<file path="src/rtl/rata_pkg.sv">
package rata_pkg;

  localparam int unsigned ACC_W      = 64;
  localparam int unsigned TIME_W     = 32;
  localparam int unsigned LEN_W      = 7;
  localparam int unsigned SUM_W      = 8;   // byte count plus phy header
  localparam int unsigned MUL_A_W    = 12;
  localparam int unsigned MUL_B_W    = 10;
  localparam int unsigned MUL_W      = MUL_A_W + MUL_B_W;
  localparam int unsigned TMP_W      = 12;  // bytes times symbols per octet
  localparam int unsigned FRAME_W    = 20;
  localparam int unsigned ACK_W      = 18;
  localparam int unsigned CFG_ADDR_W = 5;
  localparam int unsigned CFG_DATA_W = 32;

  // event kinds
  localparam logic [2:0] KIND_STATUS   = 3'd0;
  localparam logic [2:0] KIND_TX_DONE  = 3'd1;
  localparam logic [2:0] KIND_RX_DONE  = 3'd2;
  localparam logic [2:0] KIND_TIMED_RX = 3'd3;
  localparam logic [2:0] KIND_READ     = 3'd4;
  localparam logic [2:0] KIND_RESET    = 3'd5;

  // radio status codes
  localparam logic [1:0] ST_DISABLED = 2'd0;
  localparam logic [1:0] ST_SLEEP    = 2'd1;
  localparam logic [1:0] ST_RECEIVE  = 2'd2;
  localparam logic [1:0] ST_SPARE    = 2'd3;  // kept as given, credits nothing

  // completion result codes
  localparam logic [1:0] RES_SUCCESS = 2'd0;
  localparam logic [1:0] RES_NO_ACK  = 2'd1;

  // accumulator slots
  localparam logic [1:0] ACC_TX    = 2'd0;
  localparam logic [1:0] ACC_RX    = 2'd1;
  localparam logic [1:0] ACC_SLEEP = 2'd2;
  localparam logic [1:0] ACC_DIS   = 2'd3;

  // register indexes
  localparam logic [2:0] REG_PHY_HDR   = 3'd0;
  localparam logic [2:0] REG_SYM_OCTET = 3'd1;
  localparam logic [2:0] REG_SYM_TIME  = 3'd2;
  localparam logic [2:0] REG_US_BYTE   = 3'd3;
  localparam logic [2:0] REG_ACK_BYTES = 3'd4;

  // register reset values
  localparam logic [3:0] RST_PHY_HDR   = 4'd6;
  localparam logic [3:0] RST_SYM_OCTET = 4'd2;
  localparam logic [7:0] RST_SYM_TIME  = 8'd16;
  localparam logic [9:0] RST_US_BYTE   = 10'd32;
  localparam logic [6:0] RST_ACK_BYTES = 7'd5;

  typedef enum logic {
    ALU_ADD,
    ALU_SUB_CLAMP
  } alu_op_t;

  typedef struct packed {
    logic [3:0] phy_header_bytes;
    logic [3:0] symbols_per_octet;
    logic [7:0] symbol_time_us;
    logic [9:0] us_per_byte;
    logic [6:0] ack_frame_bytes;
  } cfg_t;

endpackage

</file>
<file path="src/rtl/rata_cfg.sv">
module rata_cfg
  import rata_pkg::*;
(
  input  logic                  clk,
  input  logic                  rst,
  input  logic                  psel,
  input  logic                  penable,
  input  logic                  pwrite,
  input  logic [CFG_ADDR_W-1:0] paddr,
  input  logic [CFG_DATA_W-1:0] pwdata,
  output logic [CFG_DATA_W-1:0] prdata,
  output logic                  pready,
  output cfg_t                  cfg
);

  logic [2:0] idx;

  assign idx    = paddr[CFG_ADDR_W-1:2];
  assign pready = 1'b1;

  always_ff @(posedge clk) begin
    if (rst) begin
      cfg.phy_header_bytes  <= RST_PHY_HDR;
      cfg.symbols_per_octet <= RST_SYM_OCTET;
      cfg.symbol_time_us    <= RST_SYM_TIME;
      cfg.us_per_byte       <= RST_US_BYTE;
      cfg.ack_frame_bytes   <= RST_ACK_BYTES;
    end else if (psel && penable && pwrite && pready) begin
      case (idx)
        REG_PHY_HDR:   cfg.phy_header_bytes  <= pwdata[3:0];
        REG_SYM_OCTET: cfg.symbols_per_octet <= pwdata[3:0];
        REG_SYM_TIME:  cfg.symbol_time_us    <= pwdata[7:0];
        REG_US_BYTE:   cfg.us_per_byte       <= pwdata[9:0];
        REG_ACK_BYTES: cfg.ack_frame_bytes   <= pwdata[6:0];
        default: ;
      endcase
    end
  end

  always_comb begin
    case (idx)
      REG_PHY_HDR:   prdata = {28'b0, cfg.phy_header_bytes};
      REG_SYM_OCTET: prdata = {28'b0, cfg.symbols_per_octet};
      REG_SYM_TIME:  prdata = {24'b0, cfg.symbol_time_us};
      REG_US_BYTE:   prdata = {22'b0, cfg.us_per_byte};
      REG_ACK_BYTES: prdata = {25'b0, cfg.ack_frame_bytes};
      default:       prdata = '0;
    endcase
  end

endmodule

</file>
<file path="src/rtl/rata_mul.sv">
module rata_mul
  import rata_pkg::*;
(
  input  logic [MUL_A_W-1:0] a,
  input  logic [MUL_B_W-1:0] b,
  output logic [MUL_W-1:0]   p
);

  assign p = {{(MUL_W-MUL_A_W){1'b0}}, a} * {{(MUL_W-MUL_B_W){1'b0}}, b};

endmodule

</file>
<file path="src/rtl/rata_alu.sv">
module rata_alu
  import rata_pkg::*;
(
  input  alu_op_t           op,
  input  logic [ACC_W-1:0]  a,
  input  logic [TIME_W-1:0] b,
  output logic [ACC_W-1:0]  y
);

  logic [ACC_W:0] diff;

  // borrow out means b exceeded a: clamp at zero
  assign diff = {1'b0, a} - {{(ACC_W-TIME_W+1){1'b0}}, b};

  always_comb begin
    case (op)
      ALU_ADD:       y = a + {{(ACC_W-TIME_W){1'b0}}, b};
      ALU_SUB_CLAMP: y = diff[ACC_W] ? '0 : diff[ACC_W-1:0];
      default:       y = a;
    endcase
  end

endmodule

</file>
<file path="src/rtl/radio_activity_time_accounting_core.sv">
// radio activity time accounting core
//
// keeps transmit, receive, sleep and disabled time totals (64 bits each)
// from a stream of radio events, each stamped with the microsecond timer.
// input channel: in_valid/in_stall carries one event transaction (kind,
// now_us, new_status, result_code, frame_length, receive_duration_us).
// output channel: out_valid/out_stall carries one transaction per event
// with all four totals after the event has been applied.
// configuration: apb-style port, pready tied high, five registers at byte
// addresses 0..16, user must write only while the block is idle (unenforced).
//
// sequencing: one event at a time through a small sequencer that drives one
// shared 64-bit add / clamped-subtract unit and one 12x10 multiplier.
// completed tx/rx events run the elapsed-time credit, three airtime multiplies
// (the first alongside the credit) and four accumulator steps before the
// result is registered; all other events go from the credit to the result.
// reset (rst, synchronous) clears all totals, status and timestamp and
// restores register defaults. a stalled result is held in the output
// register; the block finishes the next event and then waits for it.
module radio_activity_time_accounting_core
  import rata_pkg::*;
(
  input  logic                  clk,
  input  logic                  rst,
  // event input
  input  logic                  in_valid,
  output logic                  in_stall,
  input  logic [2:0]            kind,
  input  logic [TIME_W-1:0]     now_us,
  input  logic [1:0]            new_status,
  input  logic [1:0]            result_code,
  input  logic [LEN_W-1:0]      frame_length,
  input  logic [TIME_W-1:0]     receive_duration_us,
  // totals output
  output logic                  out_valid,
  input  logic                  out_stall,
  output logic [ACC_W-1:0]      tx_time_total,
  output logic [ACC_W-1:0]      rx_time_total,
  output logic [ACC_W-1:0]      sleep_time_total,
  output logic [ACC_W-1:0]      disabled_time_total,
  // configuration
  input  logic                  psel,
  input  logic                  penable,
  input  logic                  pwrite,
  input  logic [CFG_ADDR_W-1:0] paddr,
  input  logic [CFG_DATA_W-1:0] pwdata,
  output logic [CFG_DATA_W-1:0] prdata,
  output logic                  pready
);

  typedef enum logic [3:0] {
    S_IDLE,
    S_CREDIT,
    S_MUL_FRAME,
    S_MUL_ACK,
    S_OP0,
    S_OP1,
    S_OP2,
    S_OP3,
    S_DONE
  } state_t;

  typedef enum logic [1:0] {
    SRC_EVENT,
    SRC_FRAME,
    SRC_ACK
  } src_t;

  typedef struct packed {
    logic       en;
    logic [1:0] acc;
    alu_op_t    op;
    src_t       src;
  } alu_req_t;

  state_t state;
  cfg_t   cfg;

  // latched event
  logic [2:0]       ev_kind;
  logic [1:0]       ev_status;
  logic [1:0]       ev_code;
  logic [LEN_W-1:0] ev_len;
  logic [TIME_W-1:0] ev_now;
  logic [TIME_W-1:0] opnd;   // elapsed time, or window length for timed receive

  // radio state
  logic [1:0]        status;
  logic [TIME_W-1:0] last_us;
  logic [ACC_W-1:0]  acc [4];

  // airtimes
  logic [TMP_W-1:0]   tmp;
  logic [FRAME_W-1:0] frame;
  logic [ACK_W-1:0]   ack;

  logic [MUL_A_W-1:0] mul_a;
  logic [MUL_B_W-1:0] mul_b;
  logic [MUL_W-1:0]   mul_p;
  logic [SUM_W-1:0]   frame_bytes;
  logic [SUM_W-1:0]   ack_bytes;

  alu_req_t          req;
  logic [ACC_W-1:0]  alu_a;
  logic [TIME_W-1:0] alu_b;
  logic [ACC_W-1:0]  alu_y;

  logic tx_ok;
  logic rx_ok;
  logic credit_ev;
  logic [1:0] credit_acc;

  rata_cfg u_cfg (
    .clk     (clk),
    .rst     (rst),
    .psel    (psel),
    .penable (penable),
    .pwrite  (pwrite),
    .paddr   (paddr),
    .pwdata  (pwdata),
    .prdata  (prdata),
    .pready  (pready),
    .cfg     (cfg)
  );

  // completions that count: tx on success or no ack, rx on success
  assign tx_ok = (ev_kind == KIND_TX_DONE) &&
                 ((ev_code == RES_SUCCESS) || (ev_code == RES_NO_ACK));
  assign rx_ok = (ev_kind == KIND_RX_DONE) && (ev_code == RES_SUCCESS);
  assign credit_ev = (ev_kind == KIND_STATUS) || (ev_kind == KIND_READ) || tx_ok || rx_ok;

  always_comb begin
    case (status)
      ST_SLEEP:    credit_acc = ACC_SLEEP;
      ST_RECEIVE:  credit_acc = ACC_RX;
      default:     credit_acc = ACC_DIS;
    endcase
  end

  // multiplier operand selection per sequencer step
  assign frame_bytes = {1'b0, ev_len} + {{(SUM_W-4){1'b0}}, cfg.phy_header_bytes};
  assign ack_bytes   = {1'b0, cfg.ack_frame_bytes} + {{(SUM_W-4){1'b0}}, cfg.phy_header_bytes};

  always_comb begin
    case (state)
      S_CREDIT: begin
        mul_a = {{(MUL_A_W-SUM_W){1'b0}}, frame_bytes};
        mul_b = {{(MUL_B_W-4){1'b0}}, cfg.symbols_per_octet};
      end
      S_MUL_FRAME: begin
        mul_a = tmp;
        mul_b = {{(MUL_B_W-8){1'b0}}, cfg.symbol_time_us};
      end
      default: begin
        mul_a = {{(MUL_A_W-SUM_W){1'b0}}, ack_bytes};
        mul_b = cfg.us_per_byte;
      end
    endcase
  end

  rata_mul u_mul (
    .a (mul_a),
    .b (mul_b),
    .p (mul_p)
  );

  // accumulator step for the current sequencer state
  always_comb begin
    req = '{en: 1'b0, acc: ACC_TX, op: ALU_ADD, src: SRC_EVENT};
    case (state)
      S_CREDIT: begin
        if (ev_kind == KIND_TIMED_RX) begin
          if (status == ST_SLEEP) begin
            req = '{en: 1'b1, acc: ACC_RX, op: ALU_ADD, src: SRC_EVENT};
          end
        end else if (credit_ev && (status != ST_SPARE)) begin
          // status three credits nothing
          req = '{en: 1'b1, acc: credit_acc, op: ALU_ADD, src: SRC_EVENT};
        end
      end
      S_OP0: begin
        if (tx_ok) begin
          req = '{en: 1'b1, acc: ACC_TX, op: ALU_ADD, src: SRC_FRAME};
        end else if (rx_ok) begin
          req = '{en: 1'b1, acc: ACC_TX, op: ALU_ADD, src: SRC_ACK};
        end
      end
      S_OP1: begin
        if (tx_ok && (status == ST_RECEIVE)) begin
          req = '{en: 1'b1, acc: ACC_RX, op: ALU_SUB_CLAMP, src: SRC_FRAME};
        end else if (tx_ok && (status == ST_SLEEP)) begin
          req = '{en: 1'b1, acc: ACC_SLEEP, op: ALU_SUB_CLAMP, src: SRC_FRAME};
        end else if (rx_ok && (status == ST_RECEIVE)) begin
          req = '{en: 1'b1, acc: ACC_RX, op: ALU_SUB_CLAMP, src: SRC_ACK};
        end
      end
      S_OP2: begin
        // acked transmit from sleep: ack time moves from sleep to receive
        if (tx_ok && (ev_code == RES_SUCCESS) && (status == ST_SLEEP)) begin
          req = '{en: 1'b1, acc: ACC_RX, op: ALU_ADD, src: SRC_ACK};
        end
      end
      S_OP3: begin
        if (tx_ok && (ev_code == RES_SUCCESS) && (status == ST_SLEEP)) begin
          req = '{en: 1'b1, acc: ACC_SLEEP, op: ALU_SUB_CLAMP, src: SRC_ACK};
        end
      end
      default: ;
    endcase
  end

  always_comb begin
    case (req.src)
      SRC_FRAME: alu_b = {{(TIME_W-FRAME_W){1'b0}}, frame};
      SRC_ACK:   alu_b = {{(TIME_W-ACK_W){1'b0}}, ack};
      default:   alu_b = opnd;
    endcase
  end

  assign alu_a = acc[req.acc];

  rata_alu u_alu (
    .op (req.op),
    .a  (alu_a),
    .b  (alu_b),
    .y  (alu_y)
  );

  assign in_stall = (state != S_IDLE);

  always_ff @(posedge clk) begin
    if (rst) begin
      state     <= S_IDLE;
      out_valid <= 1'b0;
      status    <= ST_DISABLED;
      last_us   <= '0;
      for (int i = 0; i < 4; i++) begin
        acc[i] <= '0;
      end
    end else begin
      if (out_valid && !out_stall) begin
        out_valid <= 1'b0;
      end
      if (req.en) begin
        acc[req.acc] <= alu_y;
      end
      case (state)
        S_IDLE: begin
          if (in_valid) begin
            ev_kind   <= kind;
            ev_status <= new_status;
            ev_code   <= result_code;
            ev_len    <= frame_length;
            ev_now    <= now_us;
            // wrapping 32-bit elapsed time since the last update
            opnd   <= (kind == KIND_TIMED_RX) ? receive_duration_us : now_us - last_us;
            state  <= S_CREDIT;
          end
        end
        S_CREDIT: begin
          tmp <= mul_p[TMP_W-1:0];
          if (credit_ev) begin
            last_us <= ev_now;
          end
          if (ev_kind == KIND_STATUS) begin
            status <= ev_status;
          end
          if (ev_kind == KIND_RESET) begin
            for (int i = 0; i < 4; i++) begin
              acc[i] <= '0;
            end
            last_us <= ev_now;
          end
          state <= (tx_ok || rx_ok) ? S_MUL_FRAME : S_DONE;
        end
        S_MUL_FRAME: begin
          frame <= mul_p[FRAME_W-1:0];
          state <= S_MUL_ACK;
        end
        S_MUL_ACK: begin
          ack   <= mul_p[ACK_W-1:0];
          state <= S_OP0;
        end
        S_OP0: state <= S_OP1;
        S_OP1: state <= S_OP2;
        S_OP2: state <= S_OP3;
        S_OP3: state <= S_DONE;
        S_DONE: begin
          // wait for the output register to be free
          if (!out_valid || !out_stall) begin
            out_valid           <= 1'b1;
            tx_time_total       <= acc[ACC_TX];
            rx_time_total       <= acc[ACC_RX];
            sleep_time_total    <= acc[ACC_SLEEP];
            disabled_time_total <= acc[ACC_DIS];
            state               <= S_IDLE;
          end
        end
        default: state <= S_IDLE;
      endcase
    end
  end

endmodule

</file>
<file path="config.mk">
export PLATFORM = sky130hd
export DESIGN_NAME = radio_activity_time_accounting_core
export DESIGN_NICKNAME = d
export VERILOG_FILES = /design/src/rtl/rata_pkg.sv /design/src/rtl/rata_cfg.sv /design/src/rtl/rata_mul.sv /design/src/rtl/rata_alu.sv /design/src/rtl/radio_activity_time_accounting_core.sv
export SDC_FILE = /design/constraint.sdc
export NUM_CORES = 1
export LEC_CHECK = 0
export BUFFER_PORTS_ARGS = -buffer_cell sky130_fd_sc_hd__buf_4
export CAP_MARGIN = 10
export CORE_ASPECT_RATIO = 0.6
export CORE_UTILIZATION = 35
export CTS_CLUSTER_DIAMETER = 60
export DETAILED_ROUTE_END_ITERATION = 8
export GPL_ROUTABILITY_DRIVEN = 0
export PLACE_DENSITY = 0.52
export SLEW_MARGIN = 20
export SYNTH_ARGS = -nofsm -noshare
export SYNTH_HDL_FRONTEND = slang
export SYNTH_SLANG_ARGS = --single-unit
</file>
<file path="constraint.sdc">
create_clock -name clk -period 26.8 [get_ports clk]
set_clock_uncertainty 0.2 [all_clocks]
set_input_delay 1.34 -clock clk [delete_from_list [all_inputs] [get_ports clk]]
set_output_delay 1.34 -clock clk [all_outputs]
set_load 0.005 [all_outputs]
</file>
==> impl_metrics.ini <==
[synthesis]
synth_cell_types = 103
async_reset_ff_share_pct = 0
syn_avg_cell_area_um2 = 11.0
ys_ff_latch = 712
synthCells = 3567
syn-cell-area_mm2 = 0.0393
ys_seq_area_share_pct = 52.6
synth_edf_count = 640
synth-main-ff-cell = edfxtp_1
ys_warn_count = 0

[sta]
min_period_over_period_pct = 34.2
drv_slew = 0
hold_viol_final = 0
fmax_mhz = 109
rsz0062_at_grt = false
min_period_ps = 9170
worstMarginPinSlew_ps = 1270
finalSetupTns_ps = 0
final-setup-viol-count = 0
slew_headroom_pct = 15.5
hold_slack_ps = 235

[clocking]
h-tree-depth = 3
cts.sinks = 712
clkTransAtPathRegs_ps = 60
cts_resized = 0
worst_skew_pair.late_latency_ps = 670
cts-hold-fix-buffers = 0
cts_made_buffers = 76
clk_path_buf_depth = 3
ctsRootBufferMaster = clkbuf_16
post_cts.repair.setup_buffers = 0
cts_tree = done

[worst_setup_path]
worstSetupPathType = flop to flop
cp.required_ps = 27010
end_kind = flop
max_stage_delay_ps = 870
r2r-start = state[0]
regToRegEndpoint = frame[17]
reg2reg_slack_ps = 17630
crit_arrival_ps = 9380
rr_worst_depth = 32
slowest_stage = nor4b_2
startpoint_type = flop
crit_fanout = 14
path_common_cell = inv_1

[power_and_ir_drop]
ir_worst_vdd_mv = 0.0451
p_per_area_mw_per_mm2 = 60.1
p_leak_uw = 0.0179

[hold_path]
hold_path.class = flop to flop
holdPathEnd = tx_time_total[47]
holdPathStages = 0
min_from = acc[0][47]

[detailed_routing]
drcViolationCount = 0
drtPass1Iterations = 6
antenna_left = 0
dr.first_iter.drc_count = 2960
vias_per_cell = 5.36
wl_per_cell_um = 23.9
routed_wl_um = 130000
num_vias = 29200

[placed_design]
postPlaceCellArea_mm2 = 0.0435
portBuffers = 365
dp_hpwl_um = 93500
dp.cells = 5298

[grt]
grt.overflow.total = 0
grt_usage_pct = 22.4
antenna_found_initial = 5
grt_pass1_wl_um = 187000
grt_max_degree = 108
grt_pass1_vias = 27100

[die]
dieArea_mm2 = 0.114
die_x_um = 434
start_util_pct = 35.6
die_y_um = 261
pin_count = 413
core_mm2 = 0.110
fp-row-count = 94

[run_status]
status = completed

[layout]
design_area_mm2 = 0.0459
layout.nets = 4240
syn_to_final_growth_pct = 17.0
drive_gt1_share_pct = 16.2
fin_cells = 5445
fill_cells = 10600

[flow_run]
max-cap-violations = 0
[cell type report]
class / instances / area [um^2] / area share, %
Timing Repair Buffer: 418 / 3150 / 6.86
Sequential cell: 712 / 20700 / 45.0
Multi-Input combinational cell: 2482 / 17100 / 37.2
Inverter: 198 / 743 / 1.62
Tap cell: 1488 / 1860 / 4.05
Antenna cell: 8 / 20.0 / 0.0436
Clock inverter: 45 / 369 / 0.803
Clock buffer: 94 / 2050 / 4.47
[registers in the layout, summed over array words and instances (netlist names), 32 cells and up]
name                 count
ev_now                  32
opnd                    32
sleep_time_total        64
acc                    256
u_cfg.cfg               33
tx_time_total           64
rx_time_total           64
last_us                 32
disabled_time_total     64
[power by group]
part / leakage, uW / switching [uW] / total, uW / internal, uW
Clock: 0.00117 / 474 / 1060 / 581
Sequential: 0.00674 / 27.2 / 1280 / 1250
Combinational: 0.00999 / 276 / 423 / 147
Total: 0.0179 / 777 / 2760 / 1980
[placed cells by master (no fill, tap or decap), drive strengths merged, types with 116 or more instances in the layout]
| cell | n |
|---|---|
| a21oi | 140 |
| buf | 418 |
| edfxtp | 640 |
| ha | 149 |
| inv | 209 |
| mux2i | 135 |
| nand2 | 398 |
| nor2 | 406 |
| nor3 | 116 |
[critical path: cells and delay by family (launching register included)]
| kind | cells | cell delay [ps] |
|---|---|---|
| DFF | 1 | 530 |
| and+or+nand+nor | 7 | 1620 |
| buffers and inverters | 7 | 680 |
| xor gates and xnor gates | 2 | 310 |
| adders and majority gates | 7 | 3050 |
| AOI/OAI and AO/OA | 9 | 2530 |
[cell families after synthesis]
kind of cell               Yosys count  synth area share, %
and+or+nand+nor                   1286                 15.3
AOI/OAI and AO/OA                  651                 11.6
adders and majority gates          230                 8.88
buffers and inverters              399                 4.44
muxes                              151                 4.12
other                                2               0.0191
xor gates and xnor gates           136                 3.03
DFF                                712                 52.6
[metal layers]
metal	vias to the layer above	GRT usage, %	wire [um]
li1	13500	-	-
met1	14300	36.6	65900
met2	1252	28.6	49100
met3	133	5.86	12600
met4	0	5.00	2420
met5	-	0	0
[worst max path at each step]
stage / start / endpoint / slack [ps]
final: state[0] / frame[17] / 17630
after global routing: state[0] / frame[19] / 17010
after floorplan: rst / disabled_time_total[0] / 6360
after global placement: state[0] / ack[17] / 17830
after detailed placement: state[0] / ack[17] / 17690
after CTS: state[0] / ack[17] / 17650
[through the flow]
step / utilization [%] / power (uW) / worst slack, ps
2_1_floorplan: - / 1580 / 6360
3_3_place_gp: 39.4 / 1720 / 17830
3_5_place_dp: 39.4 / 1720 / 17690
4_1_cts: 41.6 / 2770 / 17650
5_1_grt: 41.6 / 2860 / 17010
6_report: 41.6 / 2760 / 17630
[Yosys cell counts, types with 24 or more instances]
library cell | number | area share, %
buf_1 | 27 | 0.26
inv_1 | 198 | 1.9
xor2_1 | 45 | 1.0
edfxtp_1 | 640 | 49
a211oi_1 | 24 | 0.46
or3_1 | 27 | 0.43
dfxtp_1 | 72 | 3.7
mux2i_1 | 130 | 3.3
nor3_1 | 113 | 1.4
o22ai_1 | 43 | 0.69
nor2b_1 | 33 | 0.53
nor2_1 | 405 | 3.9
and3_1 | 71 | 1.1
nand3_1 | 66 | 0.84
a31oi_1 | 53 | 0.84
clkbuf_1 | 117 | 1.1
buf_4 | 31 | 0.59
fa_1 | 81 | 4.1
a21o_1 | 44 | 0.84
a21oi_1 | 140 | 1.8
ha_1 | 149 | 4.7
o21ai_0 | 90 | 1.1
nand2_1 | 396 | 3.8
a221oi_1 | 24 | 0.54
a22oi_1 | 50 | 0.96
nand2b_1 | 26 | 0.41
and2_1 | 32 | 0.51
xnor2_1 | 91 | 2.0
Power figures use the tool's default switching activity.
